--- src/sv/string_literal_unescape_macros.svh ---
// Assertion macros shared by the string literal unescape RTL.
`ifndef STRING_LITERAL_UNESCAPE_MACROS_SVH
`define STRING_LITERAL_UNESCAPE_MACROS_SVH

// Check a property on every clock edge outside reset.
`define SLU_ASSERT(lbl, prop, msg) \
    lbl: assert property (@(posedge i_clk) disable iff (!i_rst_n) (prop)) else $error(msg);

// Check that a condition implies another one on the following edge.
`define SLU_ASSERT_NEXT(lbl, ante, cons, msg) \
    lbl: assert property (@(posedge i_clk) disable iff (!i_rst_n) (ante) |=> (cons)) \
        else $error(msg);

`endif

--- src/sv/slu_pkg.sv ---
// Types, character codes and helper functions for the string literal unescape block.
`default_nettype none

package slu_pkg;

    // Result kinds carried on the output tuser
    typedef enum logic [1:0] {
        KIND_BYTE   = 2'd0,
        KIND_END    = 2'd1,
        KIND_NOTLIT = 2'd2
    } t_kind;

    // One result word
    typedef struct packed {
        logic [7:0] dbyte;
        t_kind      kind;
        logic       last;
    } t_res;

    // Results handed together from the decoder to the result queue
    typedef struct packed {
        logic [1:0] cnt;
        t_res       res0;
        t_res       res1;
    } t_push;

    // Character codes
    localparam logic [7:0] CH_NUL    = 8'h00;
    localparam logic [7:0] CH_DQUOTE = 8'h22;
    localparam logic [7:0] CH_SQUOTE = 8'h27;
    localparam logic [7:0] CH_BSLASH = 8'h5C;
    localparam logic [7:0] CH_X      = 8'h78;
    localparam logic [7:0] CH_N      = 8'h6E;
    localparam logic [7:0] CH_R      = 8'h72;
    localparam logic [7:0] CH_T      = 8'h74;
    localparam logic [7:0] CH_V      = 8'h76;
    localparam logic [7:0] CH_0      = 8'h30;
    localparam logic [7:0] CH_7      = 8'h37;
    localparam logic [7:0] CH_9      = 8'h39;
    localparam logic [7:0] CH_LA     = 8'h61;
    localparam logic [7:0] CH_LF     = 8'h66;
    localparam logic [7:0] CH_UA     = 8'h41;
    localparam logic [7:0] CH_UF     = 8'h46;

    // Control characters produced by escapes
    localparam logic [7:0] CTL_LF = 8'h0A;
    localparam logic [7:0] CTL_CR = 8'h0D;
    localparam logic [7:0] CTL_HT = 8'h09;
    localparam logic [7:0] CTL_VT = 8'h0B;

    // Hex digit decode: bit 4 flags a digit, bits 3:0 hold its value
    function automatic logic [4:0] hex_digit(input logic [7:0] c);
        logic [4:0] r;
        r = 5'd0;
        if (c >= CH_0 && c <= CH_9) begin
            r = {1'b1, c[3:0]};
        end else if ((c >= CH_LA && c <= CH_LF) || (c >= CH_UA && c <= CH_UF)) begin
            r = {1'b1, c[3:0] + 4'd9};
        end
        return r;
    endfunction

    function automatic logic is_octal(input logic [7:0] c);
        return (c >= CH_0) && (c <= CH_7);
    endfunction

endpackage

`default_nettype wire

--- src/sv/slu_decode.sv ---
// Input register, escape state and single-pass decode of one text byte.
`default_nettype none

module slu_decode (
    input  wire logic          i_clk,
    input  wire logic          i_rst_n,
    input  wire logic          i_valid,
    output logic               o_ready,
    input  wire logic [7:0]    i_text,
    input  wire logic          i_start,
    input  wire logic          i_room,
    output slu_pkg::t_push     o_push
);
    import slu_pkg::*;

    typedef enum logic [2:0] {
        PH_IDLE = 3'd0,
        PH_BODY = 3'd1,
        PH_ESC  = 3'd2,
        PH_HEX1 = 3'd3,
        PH_HEX2 = 3'd4,
        PH_OCT1 = 3'd5,
        PH_OCT2 = 3'd6
    } t_phase;

    logic       r_in_valid;
    logic [7:0] r_text;
    logic       r_start;
    t_phase     r_phase, n_phase;
    logic [7:0] r_acc, n_acc;

    logic       fire;
    logic       pre_emit;
    t_res       pre_res;
    logic       use_body;
    logic       b_emit;
    t_res       b_res;
    t_phase     b_phase;
    logic       b_clr;
    logic [4:0] hx;
    logic       oct;
    t_push      push;

    assign fire    = r_in_valid && i_room;
    assign o_ready = !r_in_valid || fire;
    assign hx      = hex_digit(r_text);
    assign oct     = is_octal(r_text);

    // Handle an ordinary body byte
    always_comb begin
        b_emit  = 1'b0;
        b_res   = '{dbyte: 8'd0, kind: KIND_BYTE, last: 1'b0};
        b_phase = PH_BODY;
        b_clr   = 1'b0;
        if (r_text == CH_BSLASH) begin
            b_phase = PH_ESC;
        end else if (r_text == CH_DQUOTE || r_text == CH_NUL) begin
            b_emit  = 1'b1;
            b_res   = '{dbyte: 8'd0, kind: KIND_END, last: 1'b1};
            b_phase = PH_IDLE;
            b_clr   = 1'b1;
        end else begin
            b_emit = 1'b1;
            b_res  = '{dbyte: r_text, kind: KIND_BYTE, last: 1'b0};
        end
    end

    // Advance the phase; a pending escape may emit before the body byte
    always_comb begin
        n_phase  = r_phase;
        n_acc    = r_acc;
        pre_emit = 1'b0;
        pre_res  = '{dbyte: 8'd0, kind: KIND_BYTE, last: 1'b0};
        use_body = 1'b0;
        if (r_start) begin
            n_acc = 8'd0;
            if (r_text == CH_DQUOTE) begin
                n_phase = PH_BODY;
            end else begin
                n_phase  = PH_IDLE;
                pre_emit = 1'b1;
                pre_res  = '{dbyte: 8'd0, kind: KIND_NOTLIT, last: 1'b1};
            end
        end else begin
            case (r_phase)
                PH_BODY: begin
                    use_body = 1'b1;
                end
                PH_ESC: begin
                    pre_res = '{dbyte: 8'd0, kind: KIND_BYTE, last: 1'b0};
                    case (r_text)
                        CH_N:      begin pre_emit = 1'b1; pre_res.dbyte = CTL_LF; end
                        CH_R:      begin pre_emit = 1'b1; pre_res.dbyte = CTL_CR; end
                        CH_T:      begin pre_emit = 1'b1; pre_res.dbyte = CTL_HT; end
                        CH_V:      begin pre_emit = 1'b1; pre_res.dbyte = CTL_VT; end
                        CH_BSLASH: begin pre_emit = 1'b1; pre_res.dbyte = CH_BSLASH; end
                        CH_DQUOTE: begin pre_emit = 1'b1; pre_res.dbyte = CH_DQUOTE; end
                        CH_SQUOTE: begin pre_emit = 1'b1; pre_res.dbyte = CH_SQUOTE; end
                        CH_X:      begin n_phase = PH_HEX1; end
                        default: begin
                            if (oct) begin
                                n_acc   = {5'd0, r_text[2:0]};
                                n_phase = PH_OCT1;
                            end else begin
                                // unknown escape: drop the backslash
                                use_body = 1'b1;
                            end
                        end
                    endcase
                    if (pre_emit) begin
                        n_phase = PH_BODY;
                    end
                end
                PH_HEX1: begin
                    if (hx[4]) begin
                        n_acc   = {4'd0, hx[3:0]};
                        n_phase = PH_HEX2;
                    end else begin
                        // lone \x gives the letter itself
                        pre_emit = 1'b1;
                        pre_res  = '{dbyte: CH_X, kind: KIND_BYTE, last: 1'b0};
                        use_body = 1'b1;
                    end
                end
                PH_HEX2: begin
                    pre_emit = 1'b1;
                    n_acc    = 8'd0;
                    if (hx[4]) begin
                        pre_res = '{dbyte: {r_acc[3:0], hx[3:0]}, kind: KIND_BYTE, last: 1'b0};
                        n_phase = PH_BODY;
                    end else begin
                        pre_res  = '{dbyte: r_acc, kind: KIND_BYTE, last: 1'b0};
                        use_body = 1'b1;
                    end
                end
                PH_OCT1: begin
                    if (oct) begin
                        n_acc   = {r_acc[4:0], r_text[2:0]};
                        n_phase = PH_OCT2;
                    end else begin
                        pre_emit = 1'b1;
                        pre_res  = '{dbyte: r_acc, kind: KIND_BYTE, last: 1'b0};
                        n_acc    = 8'd0;
                        use_body = 1'b1;
                    end
                end
                PH_OCT2: begin
                    pre_emit = 1'b1;
                    n_acc    = 8'd0;
                    if (oct) begin
                        // three digits: keep the low eight bits
                        pre_res = '{dbyte: {r_acc[4:0], r_text[2:0]}, kind: KIND_BYTE,
                                    last: 1'b0};
                        n_phase = PH_BODY;
                    end else begin
                        pre_res  = '{dbyte: r_acc, kind: KIND_BYTE, last: 1'b0};
                        use_body = 1'b1;
                    end
                end
                default: begin
                    n_phase = PH_IDLE;
                end
            endcase
            if (use_body) begin
                n_phase = b_phase;
                if (b_clr) begin
                    n_acc = 8'd0;
                end
            end
        end
    end

    // Pack up to two results, the escape result first
    always_comb begin
        push.cnt  = 2'd0;
        push.res0 = pre_res;
        push.res1 = b_res;
        if (pre_emit) begin
            push.cnt = (use_body && b_emit) ? 2'd2 : 2'd1;
        end else if (use_body) begin
            push.res0 = b_res;
            push.cnt  = b_emit ? 2'd1 : 2'd0;
        end
        if (!fire) begin
            push.cnt = 2'd0;
        end
    end

    assign o_push = push;

    // Hold the input word and the escape state
    always_ff @(posedge i_clk) begin
        if (!i_rst_n) begin
            r_in_valid <= 1'b0;
            r_phase    <= PH_IDLE;
            r_acc      <= 8'd0;
        end else begin
            if (o_ready) begin
                r_in_valid <= i_valid;
            end
            if (fire) begin
                r_phase <= n_phase;
                r_acc   <= n_acc;
            end
        end
        if (o_ready && i_valid) begin
            r_text  <= i_text;
            r_start <= i_start;
        end
    end

endmodule

`default_nettype wire

--- src/sv/slu_resq.sv ---
// Four-entry result queue taking up to two words a cycle and giving one.
`default_nettype none

`include "string_literal_unescape_macros.svh"

module slu_resq (
    input  wire logic          i_clk,
    input  wire logic          i_rst_n,
    input  slu_pkg::t_push     i_push,
    output logic               o_room,
    output logic               o_valid,
    input  wire logic          i_ready,
    output slu_pkg::t_res      o_res
);
    import slu_pkg::*;

    t_res       r_mem [4];
    logic [1:0] r_wp;
    logic [1:0] r_rp;
    logic [2:0] r_count;
    logic       pop;

    assign o_valid = (r_count != 3'd0);
    assign pop     = o_valid && i_ready;
    assign o_room  = (r_count <= 3'd2);
    assign o_res   = r_mem[r_rp];

    // Write incoming results
    always_ff @(posedge i_clk) begin
        if (i_push.cnt != 2'd0) begin
            r_mem[r_wp] <= i_push.res0;
        end
        if (i_push.cnt == 2'd2) begin
            r_mem[r_wp + 2'd1] <= i_push.res1;
        end
    end

    // Advance the pointers and the fill count
    always_ff @(posedge i_clk) begin
        if (!i_rst_n) begin
            r_wp    <= 2'd0;
            r_rp    <= 2'd0;
            r_count <= 3'd0;
        end else begin
            r_wp    <= r_wp + i_push.cnt;
            r_rp    <= r_rp + {1'b0, pop};
            r_count <= r_count + {1'b0, i_push.cnt} - {2'd0, pop};
        end
    end

    `SLU_ASSERT(a_count_max, r_count <= 3'd4, "result queue count above depth")
    `SLU_ASSERT(a_push_room, (i_push.cnt == 2'd0) || (r_count <= 3'd2), "push without room")
    `SLU_ASSERT_NEXT(a_count_hold, (i_push.cnt == 2'd0) && !pop, $stable(r_count), "count moved while idle")

endmodule

`default_nettype wire

--- src/sv/string_literal_unescape.sv ---
// Top level of the string literal unescape decoder.
// Use: source text enters one byte per word on the slave channel; tuser set marks
// the first byte of a literal and restarts the decoder. A first byte that is not a
// double quote gives one word of kind "not a literal". Otherwise the body is
// decoded and each character leaves as a word of kind "byte" on the master
// channel; a closing quote or NUL gives a word of kind "end". tlast is set on end
// and not-a-literal words.
// Path: an accepted byte waits in the decoder's input register, is decoded from
// there and its results are written into the result queue, which offers them.
// Throughput: one byte per cycle while the queue has room; a byte that closes a
// hex or octal escape early can give two words, which the single output port
// gives one at a time. The four-word result queue sets the pace: the decoder
// fires while at most two words wait.
// Reset: the decoder returns to idle outside any literal and the queue empties.
// Stall: when the receiver drops tready the queue fills, the decoder holds its
// input word and tready on the slave side falls; nothing is lost.
`default_nettype none

module string_literal_unescape (
    input  wire logic       i_clk,
    input  wire logic       i_rst_n,
    input  wire logic       i_s_tvalid,
    output logic            o_s_tready,
    input  wire logic [7:0] i_s_tdata,   // [7:0] text_byte
    input  wire logic       i_s_tuser,   // [0] start_flag
    output logic            o_m_tvalid,
    input  wire logic       i_m_tready,
    output logic [7:0]      o_m_tdata,   // [7:0] decoded_byte
    output logic [1:0]      o_m_tuser,   // [1:0] result_kind
    output logic            o_m_tlast    // last_of_run
);
    import slu_pkg::*;

    t_push push;
    logic  room;
    t_res  res;

    slu_decode u_decode (
        .i_clk   (i_clk),
        .i_rst_n (i_rst_n),
        .i_valid (i_s_tvalid),
        .o_ready (o_s_tready),
        .i_text  (i_s_tdata),
        .i_start (i_s_tuser),
        .i_room  (room),
        .o_push  (push)
    );

    slu_resq u_resq (
        .i_clk   (i_clk),
        .i_rst_n (i_rst_n),
        .i_push  (push),
        .o_room  (room),
        .o_valid (o_m_tvalid),
        .i_ready (i_m_tready),
        .o_res   (res)
    );

    // Drive the output word fields
    assign o_m_tdata = res.dbyte;
    assign o_m_tuser = res.kind;
    assign o_m_tlast = res.last;

endmodule

`default_nettype wire

--- config.mk ---
export PLATFORM = sky130hd
export DESIGN_NAME = string_literal_unescape
export DESIGN_NICKNAME = d
export VERILOG_FILES = /design/src/sv/slu_pkg.sv /design/src/sv/slu_decode.sv /design/src/sv/slu_resq.sv /design/src/sv/string_literal_unescape.sv
export VERILOG_INCLUDE_DIRS = /design/src /design/src/sv
export SDC_FILE = /design/constraint.sdc
export NUM_CORES = 1
export LEC_CHECK = 0
export BUFFER_PORTS_ARGS = -buffer_cell sky130_fd_sc_hd__clkbuf_2
export CORE_ASPECT_RATIO = 0.7
export CORE_MARGIN = 4
export CORE_UTILIZATION = 65
export DETAILED_ROUTE_END_ITERATION = 12
export GPL_TIMING_DRIVEN = 1
export HOLD_SLACK_MARGIN = 0.15
export PLACE_DENSITY_LB_ADDON = 0.08
export SLEW_MARGIN = 0
export SYNTH_ARGS = -nofsm -noshare
export SYNTH_HDL_FRONTEND = slang
export SYNTH_SLANG_ARGS = --single-unit
--- constraint.sdc ---
create_clock -name i_clk -period 12.65 [get_ports i_clk]
set_input_delay 1.265 -clock i_clk [delete_from_list [all_inputs] [get_ports i_clk]]
set_output_delay 1.265 -clock i_clk [all_outputs]
set_load 0.02 [all_outputs]
==> impl_metrics.env <==
export IMPL_grt_busiest_layer="met1"
export IMPL_drt_total_wl_microns=12490
export IMPL_finalSetupTns_ps=0
export IMPL_synthArstFlopShare_pct=0
export IMPL_met3_usage_pct=10.27
export IMPL_grt_overflow_total=0
export IMPL_place_gp_congestion=1.050
export IMPL_cts_hold_buffers=0
export IMPL_final_max_slew_viol_count=0
export IMPL_stdcell_area_sq_um=4895
export IMPL_n_fill_cell=535
export IMPL_clock_skew_final_ps=9.577
export IMPL_cp_required_ps=12740
export IMPL_hold_viol=0
export IMPL_synth_commonest_cells="49 x edfxtp_1, 40 x nand2_1, 40 x o22ai_1"
export IMPL_cts_buffers=9
export IMPL_fmax_mhz=199.1
export IMPL_syn_area_per_cell_sq_um=9.950
export IMPL_cts_clk_slew_worst_paths_ps=80
export IMPL_dpl_hpwl_microns=8930
export IMPL_drv_cap=0
export IMPL_arrival_ps=5120
export IMPL_coreArea_sq_um=6788
export IMPL_final_setup_viol_count=0
export IMPL_run_status="finished clean"
export IMPL_antenna_left=0
export IMPL_die_area_sq_um=8452
export IMPL_fp_row_count=25
export IMPL_io_pins=26
export IMPL_min_period_over_period_pct=39.71
export IMPL_ys_seq_area_share_pct=42.30
export IMPL_grt_max_degree=24
export IMPL_worst_slew_pin_slew_ps=803.0
export IMPL_antenna_found_initial=0
export IMPL_drtIter0Drc=513
export IMPL_portBuffers=25
export IMPL_postSynthCellCount=459
export IMPL_grt_usage_pct=31.07
export IMPL_start_util_pct=67.28
export IMPL_die_h_microns=78.13
export IMPL_powerDensity_nw_per_um2=130.2
export IMPL_drive_gt1_share_pct=15.92
export IMPL_syn_area_sq_um=4567
export IMPL_firstDrtPassIters=5
export IMPL_clock_sinks=72
export IMPL_die_w_microns=108.2
export IMPL_synth_top_area_cell="edfxtp_1"
export IMPL_cts_resized=0
export IMPL_yosysMostFrequentCell="edfxtp_1"
export IMPL_post_dp_cell_area_sq_um=4708
export IMPL_syn_to_final_growth_pct=7.178
export IMPL_yosys_register_bits=72
export IMPL_yosys_warnings=0
export IMPL_crit_fanout=14
export IMPL_fin_crit_ps=5024
export IMPL_syn_nets=481
export IMPL_cts_tree="built"
export IMPL_hp_class="reg2reg"
export IMPL_nets=488
export IMPL_postCtsSetupBuffers=0
export IMPL_use_met1_pct=47.93
export IMPL_wl_per_cell_microns=22.10
export IMPL_grt_setup_unrepaired="no"
export IMPL_drc=0
export IMPL_vias_per_cell=7.067
export IMPL_cp_end_kind="flop"
export IMPL_worstSetupPathType="reg2reg"
export IMPL_ir_drop_v=0.0001035
export IMPL_vias=3993
export IMPL_antennaDiodeCount=0
export IMPL_rrSetupSlack_ps=7630
export IMPL_cts_path_max_buffers=2
export IMPL_worstSkewPairLatency_ps=360
export IMPL_synth_edff_count=49
export IMPL_grt_pass1_wl_microns=19990
export IMPL_yosysUniqueCellTypes=78
export IMPL_synth_top_area_share_pct=32.22
export IMPL_grt_pass1_vias=3594
export IMPL_cts_root_buf="clkbuf_8"
export IMPL_start_kind="flop"
export IMPL_grt_use_met2_pct=42.62
export IMPL_relSlewSlack_pct=45.90
export IMPL_synth_area_leaders="edfxtp_1 32%, dfxtp_1 10%, o22ai_1 5.5%"
export IMPL_synth_ff_type="edfxtp_1"
export IMPL_leakagePower_nw=1.698
export IMPL_htree_levels=3
==> critical path, stage by stage, from the launching register on <==
cell and delay, ps:
edfxtp_1 550, inv_1 220, ha_1 260, o21bai_1 150, a2111oi_4 580, o2bb2ai_1 180
a311oi_1 100, a2111oi_4 700, nor2_1 110, and2_1 180, ha_1 360, o21ai_0 330
inv_1 100, nand3b_1 420, o41a_1 360, o22ai_1 150
==> path summary, 6_finish.rpt <==
| kind | start | end | cells past startpoint |
|---|---|---|---|
| setup / recovery | u_decode.r_text[0] | u_resq.r_mem[2][8] | 15 |
| hold / removal | u_resq.r_mem[1][2] | u_resq.r_mem[1][2] | 2 |
| setup reg to reg | u_decode.r_text[0] | u_resq.r_mem[2][8] | 15 |
| hold reg to reg | u_resq.r_mem[1][2] | u_resq.r_mem[1][2] | 2 |
==> layer usage <==
metal,share of wire [%],vias up
met3,13,18
met4,1.2,0
met1,44,1919
li1,-,1782
met2,41,274
met5,0,-
==> cells by family after synthesis <==
group / share of synthesized area, %
AOI/OAI and AO/OA: 24.33
and+or+nand+nor: 17.34
DFF: 42.30
buffers and inverters: 4.411
muxes: 7.644
adders and majority gates: 2.630
xor gates and xnor gates: 1.342
==> cells in the final DEF, fill, tap and decap left out, drive strengths merged, types with 11 or more instances in the layout <==
cell and n:
nor2 25, a21oi 21, o21ai 23, edfxtp 49
mux4 11, o22ai 40, clkbuf 35, inv 18
nand3 15, dfxtp 23, nand2 41
==> power breakdown <==
group / switching [W] / leakage, nW / internal [W]
Clock: 0.0000880 / 0.0917 / 0.0000901
Sequential: 0.0000314 / 0.620 / 0.000268
Combinational: 0.0000885 / 0.986 / 0.0000706
==> flip-flops by register name (all words and copies together), names as in the netlist <==
name	flops
u_decode.r_phase	3
u_resq.r_mem	44
u_resq.r_count	3
u_decode.r_in_valid	1
u_decode.r_start	1
u_decode.r_acc	8
u_resq.r_rp	2
u_decode.r_text	8
u_resq.r_wp	2
==> area by class of cell <==
| cell class | count | area (sq um) | share of cell area (%) |
|---|---|---|---|
| inverter | 17 | 63.81 | 1.304 |
| multi-input combinational | 338 | 2447 | 50.00 |
| sequential | 72 | 1932 | 39.47 |
| timing repair buffer | 28 | 147.6 | 3.016 |
| tap | 94 | 117.6 | 2.403 |
| clock inverter | 6 | 58.81 | 1.201 |
| clock buffer | 10 | 127.6 | 2.607 |
==> through the flow <==
stage / cells / setup WS, ps / power, W / hold slack (ps) / utilization, %
2_1_floorplan: 459 / 8023 / 0.0004193 / 425.8 / -
3_3_place_gp: 549 / 8038 / 0.0004588 / 437.5 / 69.36
3_5_place_dp: 549 / 7803 / 0.0004625 / 465.8 / 69.36
4_1_cts: 565 / 7793 / 0.0006356 / 473.8 / 72.11
5_1_grt: 565 / 7249 / 0.0006706 / 508.9 / 72.11
6_report: 565 / 7626 / 0.0006371 / 476.3 / 72.11
(Power assumes the default switching activity.)
